--- src/hw/rtl/sidalloc_pkg.sv ---
// ----------------------------------------------------------------------------
// sidalloc_pkg
// Shared types and constants for the round-robin session id allocator.
// ----------------------------------------------------------------------------
`timescale 1ns / 1ps
`default_nettype none

package sidalloc_pkg;

  // table geometry
  localparam int SESSION_SLOTS = 1024;
  localparam int SLOT_W        = (SESSION_SLOTS > 1) ? $clog2(SESSION_SLOTS) : 1;
  localparam int SID_W         = 16;
  localparam int MAC_W         = 48;
  localparam int GID_W         = 10;
  localparam int STATUS_W      = 3;
  localparam int CMD_W         = 2;

  // command codes
  localparam logic [CMD_W-1:0] CMD_ALLOC     = 2'd0;
  localparam logic [CMD_W-1:0] CMD_TERMINATE = 2'd1;
  localparam logic [CMD_W-1:0] CMD_RELEASE   = 2'd2;

  // status codes
  localparam logic [STATUS_W-1:0] ST_ALLOCATED  = 3'd0;
  localparam logic [STATUS_W-1:0] ST_FULL       = 3'd1;
  localparam logic [STATUS_W-1:0] ST_TERMINATED = 3'd2;
  localparam logic [STATUS_W-1:0] ST_IGNORED    = 3'd3;
  localparam logic [STATUS_W-1:0] ST_RELEASED   = 3'd4;

  // request and result payloads
  typedef struct packed {
    logic [CMD_W-1:0] cmd;
    logic [SID_W-1:0] session_id;
    logic [MAC_W-1:0] peer_mac;
  } in_req_t;

  typedef struct packed {
    logic [STATUS_W-1:0] status;
    logic [GID_W-1:0]    given_id;
  } out_res_t;

  // one slot of the table
  typedef struct packed {
    logic             occ;
    logic [MAC_W-1:0] mac;
  } entry_t;

  // memory access from the sequencer
  typedef struct packed {
    logic              we;
    logic [SLOT_W-1:0] waddr;
    entry_t            wdata;
    logic [SLOT_W-1:0] raddr;
  } mem_req_t;

  // sequencer states
  typedef enum logic [1:0] {
    S_CLEAR,
    S_IDLE,
    S_SCAN,
    S_LOOKUP
  } state_t;

endpackage

`default_nettype wire

--- src/hw/rtl/sidalloc_seq.sv ---
// ----------------------------------------------------------------------------
// sidalloc_seq
// Sequencer: clearing pass, round-robin free-slot scan through one shared
// compare and increment unit, terminate and release handling.
// ----------------------------------------------------------------------------
`timescale 1ns / 1ps
`default_nettype none

module sidalloc_seq (
  input  wire                      clk,
  input  wire                      rst_n,
  input  wire                      start,
  input  sidalloc_pkg::in_req_t    in_req,
  input  sidalloc_pkg::entry_t     rd_data,
  output sidalloc_pkg::mem_req_t   mem_req,
  output logic                     busy,
  output logic                     out_valid,
  output sidalloc_pkg::out_res_t   out_res
);
  import sidalloc_pkg::*;

  localparam logic [SLOT_W-1:0] LAST_SLOT = SLOT_W'(SESSION_SLOTS - 1);
  localparam logic [SLOT_W-1:0] SCAN_END  = SLOT_W'(SESSION_SLOTS - 2);
  localparam logic [SID_W:0]    SID_LIM   = (SID_W + 1)'(SESSION_SLOTS);

  // round-robin successor, wrapping to slot 1
  function automatic logic [SLOT_W-1:0] next_slot(input logic [SLOT_W-1:0] c);
    return (c == LAST_SLOT) ? SLOT_W'(1) : c + SLOT_W'(1);
  endfunction

  state_t            state_r, state_nxt;
  logic [SLOT_W-1:0] clr_idx_r, clr_idx_nxt;
  logic [SLOT_W-1:0] chk_r, chk_nxt;
  logic [SLOT_W-1:0] cnt_r, cnt_nxt;
  logic [SLOT_W-1:0] last_given_r, last_given_nxt;
  logic [MAC_W-1:0]  mac_r, mac_nxt;
  logic [SLOT_W-1:0] sid_r, sid_nxt;
  logic              in_range_r, in_range_nxt;
  logic              out_valid_r, out_valid_nxt;
  out_res_t          out_res_r, out_res_nxt;

  logic              in_range;
  logic [SLOT_W-1:0] sid_idx;
  logic [SLOT_W-1:0] first_slot;

  assign in_range   = {1'b0, in_req.session_id} < SID_LIM;
  assign sid_idx    = in_req.session_id[SLOT_W-1:0];
  assign first_slot = next_slot(last_given_r);

  // control registers
  always_ff @(posedge clk) begin
    if (!rst_n) begin
      state_r      <= S_CLEAR;
      clr_idx_r    <= '0;
      last_given_r <= '0;
      out_valid_r  <= 1'b0;
    end else begin
      state_r      <= state_nxt;
      clr_idx_r    <= clr_idx_nxt;
      last_given_r <= last_given_nxt;
      out_valid_r  <= out_valid_nxt;
    end
  end

  // working registers
  always_ff @(posedge clk) begin
    chk_r      <= chk_nxt;
    cnt_r      <= cnt_nxt;
    mac_r      <= mac_nxt;
    sid_r      <= sid_nxt;
    in_range_r <= in_range_nxt;
    out_res_r  <= out_res_nxt;
  end

  // next state, memory access and result
  always_comb begin
    state_nxt      = state_r;
    clr_idx_nxt    = clr_idx_r;
    chk_nxt        = chk_r;
    cnt_nxt        = cnt_r;
    last_given_nxt = last_given_r;
    mac_nxt        = mac_r;
    sid_nxt        = sid_r;
    in_range_nxt   = in_range_r;
    out_valid_nxt  = 1'b0;
    out_res_nxt    = out_res_r;
    mem_req        = '0;
    mem_req.raddr  = sid_idx;

    case (state_r)
      // wipe occupied marks after reset
      S_CLEAR: begin
        mem_req.we    = 1'b1;
        mem_req.waddr = clr_idx_r;
        mem_req.wdata = '0;
        clr_idx_nxt   = clr_idx_r + SLOT_W'(1);
        if (clr_idx_r == LAST_SLOT) begin
          state_nxt = S_IDLE;
        end
      end

      // take a request
      S_IDLE: begin
        if (start) begin
          mac_nxt      = in_req.peer_mac;
          sid_nxt      = sid_idx;
          in_range_nxt = in_range;
          case (in_req.cmd)
            CMD_ALLOC: begin
              mem_req.raddr = first_slot;
              chk_nxt       = first_slot;
              cnt_nxt       = '0;
              state_nxt     = S_SCAN;
            end
            CMD_TERMINATE: begin
              mem_req.raddr = sid_idx;
              state_nxt     = S_LOOKUP;
            end
            CMD_RELEASE: begin
              mem_req.we    = in_range;
              mem_req.waddr = sid_idx;
              mem_req.wdata = '0;
              out_valid_nxt = 1'b1;
              out_res_nxt   = '{status: ST_RELEASED, given_id: '0};
            end
            default: begin
              out_valid_nxt = 1'b1;
              out_res_nxt   = '{status: ST_IGNORED, given_id: '0};
            end
          endcase
        end
      end

      // one candidate slot per cycle, read of the next one in flight
      S_SCAN: begin
        mem_req.raddr = next_slot(chk_r);
        if (chk_r == last_given_r) begin
          out_valid_nxt = 1'b1;
          out_res_nxt   = '{status: ST_FULL, given_id: '0};
          state_nxt     = S_IDLE;
        end else if (!rd_data.occ) begin
          mem_req.we     = 1'b1;
          mem_req.waddr  = chk_r;
          mem_req.wdata  = '{occ: 1'b1, mac: mac_r};
          last_given_nxt = chk_r;
          out_valid_nxt  = 1'b1;
          out_res_nxt    = '{status: ST_ALLOCATED, given_id: GID_W'(chk_r)};
          state_nxt      = S_IDLE;
        end else if (cnt_r == SCAN_END) begin
          out_valid_nxt = 1'b1;
          out_res_nxt   = '{status: ST_FULL, given_id: '0};
          state_nxt     = S_IDLE;
        end else begin
          chk_nxt = next_slot(chk_r);
          cnt_nxt = cnt_r + SLOT_W'(1);
        end
      end

      // terminate: free only on an occupied slot with matching mac
      S_LOOKUP: begin
        out_valid_nxt = 1'b1;
        state_nxt     = S_IDLE;
        if (in_range_r && rd_data.occ && (rd_data.mac == mac_r)) begin
          mem_req.we    = 1'b1;
          mem_req.waddr = sid_r;
          mem_req.wdata = '0;
          out_res_nxt   = '{status: ST_TERMINATED, given_id: '0};
        end else begin
          out_res_nxt   = '{status: ST_IGNORED, given_id: '0};
        end
      end

      default: begin
        state_nxt = S_CLEAR;
      end
    endcase
  end

  assign busy      = (state_r != S_IDLE);
  assign out_valid = out_valid_r;
  assign out_res   = out_res_r;

endmodule

`default_nettype wire

--- config.mk ---
export PLATFORM = sky130hd
export DESIGN_NAME = sidalloc_seq
export DESIGN_NICKNAME = d
export VERILOG_FILES = /design/src/hw/rtl/sidalloc_pkg.sv /design/src/hw/rtl/sidalloc_seq.sv
export SDC_FILE = /design/constraint.sdc
export NUM_CORES = 1
export LEC_CHECK = 0
export BUFFER_PORTS_ARGS = -buffer_cell sky130_fd_sc_hd__buf_2
export CORE_ASPECT_RATIO = 0.9
export CORE_MARGIN = 2
export CORE_UTILIZATION = 55
export DETAILED_ROUTE_END_ITERATION = 10
export GPL_TIMING_DRIVEN = 0
export PLACE_DENSITY_LB_ADDON = 0.3
export SYNTH_ARGS = -nofsm -noshare
export SYNTH_HDL_FRONTEND = slang
export SYNTH_SLANG_ARGS = --single-unit
--- constraint.sdc ---
create_clock -name clk -period 7.6 [get_ports clk]
set_clock_uncertainty 0.15 [all_clocks]
set_input_delay 0.76 -clock clk [delete_from_list [all_inputs] [get_ports clk]]
set_output_delay 0.76 -clock clk [all_outputs]
set_load 0.01 [all_outputs]
==> impl_metrics.json <==
{
  "fillers": 810,
  "drt-pass1-iter-count": 5,
  "fmax_ghz": 0.259,
  "cts_tree": "done",
  "via_count": 5599,
  "ctsHtreeMaxLevel": 4,
  "cts.path.max_buffers": 2,
  "track_usage_pct": 30.0,
  "tns_ps": 0,
  "ys_types": 49,
  "p_int_mw": 1.51,
  "cap_violations": 0,
  "crit_path_max_incr_delay_ps": 540,
  "path_max_fanout": 31,
  "crit_buf_inv": 4,
  "p_leak_nw": 3.47,
  "synth-seq-area-share_pct": 52.0,
  "cp_common_cell": "nand2_1",
  "clkSlewWorstSetupHoldPaths_ps": 50,
  "synth-main-ff-cell": "edfxtp_1",
  "total_power_mw": 2.10,
  "clk_latency_ps": 420,
  "wl_per_cell_microns": 18.3,
  "vdd_drop_max_uv": 251,
  "syn-instance-count": 604,
  "final-hold-violation-count": 0,
  "syn_area_per_cell_sq_um": 10.3,
  "cts_setup_buffers": 0,
  "p_switching_mw": 0.593,
  "slew_headroom_pct": 41.4,
  "antenna_found_initial": 0,
  "worstMarginPinSlew_ps": 879,
  "combPwrFrac_pct": 22.6,
  "syn_area_sq_um": 6200,
  "seqPwrFrac_pct": 37.8,
  "gp_congestion": 0.942,
  "crit_chain": "inv_1, ha_1, clkbuf_1, nand2_1, inv_2, nand2_1, o22ai_1, a22o_1, buf_2",
  "design_area_sq_um": 8060,
  "drt-initial-drc-count": 646,
  "postPlaceCellArea_sq_um": 7440,
  "r2r_slack_ps": 4490,
  "synth-seq-cells": 115,
  "p_per_area_nw_per_um2": 261,
  "synth_edf_count": 92,
  "fin_nets": 955,
  "period_share_pct": 50.7,
  "core_sq_um": 10900,
  "grt_pass1_vias": 5399,
  "p_clk_share_pct": 39.6,
  "cts_root_buf": "clkbuf_16",
  "utilization_pct": 74.0,
  "synthArstFlopShare_pct": 0,
  "clock_sinks": 115,
  "cp.required_ps": 6690,
  "crit_type": "reg -> out",
  "drcViolationCount": 0,
  "worstSetupEndpointType": "output pin",
  "ant_nets": 0,
  "ios": 203,
  "status": "finished, final reports clean",
  "antennaDiodeCount": 0,
  "finalCriticalPeriod_ps": 3850,
  "cp_slowest_cell": "inv_2",
  "cts_buffers": 17,
  "die_area_sq_um": 12100,
  "drv_slew": 0,
  "dpl.cell_count": 960,
  "rsz0062_at_grt": "false",
  "grt_first_pass_wirelength_mm": 27.6,
  "setup_viol": 0,
  "die_w_microns": 116,
  "cp_top_family": "buffers and inverters",
  "initial_utilization_pct": 56.9,
  "dp_hpwl_mm": 13.7,
  "area_growth_pct": 30.0,
  "worstHoldPathType": "reg -> reg",
  "critPathArrivalTime_ps": 2940,
  "synth_warnings": 0,
  "die_h_microns": 105,
  "final_cell_mix": "buf_2 (206), edfxtp_1 (92), nand2_1 (61)",
  "port_buffers": 202,
  "wl_mm": 18.1,
  "critPathLaunchType": "flip-flop",
  "cts_resized": 0,
  "final_common_cell": "buf_2",
  "grt_max_degree": 32,
  "viasPerCell": 5.64,
  "placementRows": 36,
  "layout-drive-gt1-share_pct": 30.1,
  "synth_nets": 732,
  "overflow": 0,
  "cts_hold_buf": 0,
  "sw_frac_of_total_pct": 28.2,
  "final_cells": 992
}
-- Yosys cell counts (2+ instances only) --
cell / number / area [sq um]
o32ai_1: 3 / 26.3
o2bb2ai_1: 2 / 17.5
or4_1: 3 / 22.5
nand4_1: 14 / 87.6
edfxtp_1: 92 / 2760
dfxtp_1: 23 / 460
buf_2: 4 / 20.0
nand2b_1: 2 / 12.5
ha_1: 10 / 125
nand3_1: 12 / 60.1
o22ai_1: 5 / 31.3
o2111ai_1: 2 / 17.5
buf_6: 6 / 67.6
and4_1: 2 / 17.5
clkbuf_1: 14 / 52.6
or3_1: 6 / 37.5
mux2i_1: 6 / 60.1
clkinv_1: 2 / 7.51
a22o_1: 2 / 17.5
a311oi_1: 2 / 17.5
and3_1: 6 / 37.5
xnor2_1: 41 / 359
nor3_1: 13 / 65.1
xor2_1: 39 / 342
o21ai_0: 25 / 125
and2_1: 45 / 282
a21o_1: 11 / 82.6
nor2_1: 43 / 161
inv_1: 24 / 90.1
a21oi_1: 47 / 235
nor2b_1: 11 / 68.8
nor4_1: 9 / 56.3
a31oi_1: 2 / 12.5
nand2_1: 61 / 229
-- cell families (layout without fill, tap and decap cells) --
logic type	count (synthesis)	after routing	synth area share, %
DFF	115	115	52.0
AOI/OAI and AO/OA	109	109	10.5
xor gates and xnor gates	80	80	11.3
and+or+nand+nor	231	231	19.1
muxes	6	6	0.969
buffers and inverters	53	289	4.10
adders and majority gates	10	10	2.02
-- stage by stage --
stage,worst slack (ps),hold WS (ps)
after floorplan,3220,321
after global placement,1790,337
after detailed placement,4030,355
after CTS,3760,353
after global routing,3520,345
final,3750,360
-- per-layer routing --
metal	vias up	GRT usage, %	share of wire, %
met3	48	8.87	8.9
met2	314	48.0	49
met5	-	0	0
li1	2570	-	-
met4	0	13.5	3.4
met1	2667	37.4	39
-- area by class of cell --
class	instances	area, sq um	share of cell area (%)
plain buffers	27	156	1.94
repair buffers	204	1050	13.0
well taps	152	190	2.36
clock inverters	12	161	2.00
multi-input cells	436	2730	33.9
inverters	26	97.6	1.21
flip-flops and latches	115	3220	40.0
clock buffers	20	457	5.66
-- registers in the layout (all words and copies together) (netlist names) --
| signal | cells |
|---|---|
| chk_r | 10 |
| clr_idx_r | 10 |
| cnt_r | 10 |
| in_range_r | 1 |
| last_given_r | 10 |
| mac_r | 48 |
| out_res | 13 |
| out_valid | 1 |
| sid_r | 10 |
| state_r | 2 |
-- power groups by stage --
stage	Sequential [mW]	Combinational, mW	Clock [mW]
3_5_place_dp	0.806	0.467	0
5_1_grt	0.802	0.520	0.869
4_1_cts	0.795	0.472	0.837
3_3_place_gp	0.807	0.451	0
2_1_floorplan	0.801	0.291	0
6_report	0.795	0.475	0.832
-- final timing paths --
check / endpoint / depth (start not counted) / start
hold / removal: state_r[0]$_SDFFE_PN0P_ / 2 / state_r[0]$_SDFFE_PN0P_
hold reg to reg: state_r[0]$_SDFFE_PN0P_ / 2 / state_r[0]$_SDFFE_PN0P_
setup reg to reg: out_res[6]$_DFFE_PP_ / 7 / state_r[1]$_SDFFE_PN0P_
setup / recovery: mem_req[8] / 9 / state_r[1]$_SDFFE_PN0P_
-- worst register-to-register path: stages (launching register included) --
cell      delay [ps]
dfxtp_1          360
inv_1            120
ha_1             150
clkbuf_1         330
nand2_1          150
inv_2            540
nand2_1          220
a21oi_2          720
Note: power is estimated with default switching activity, not from simulation.
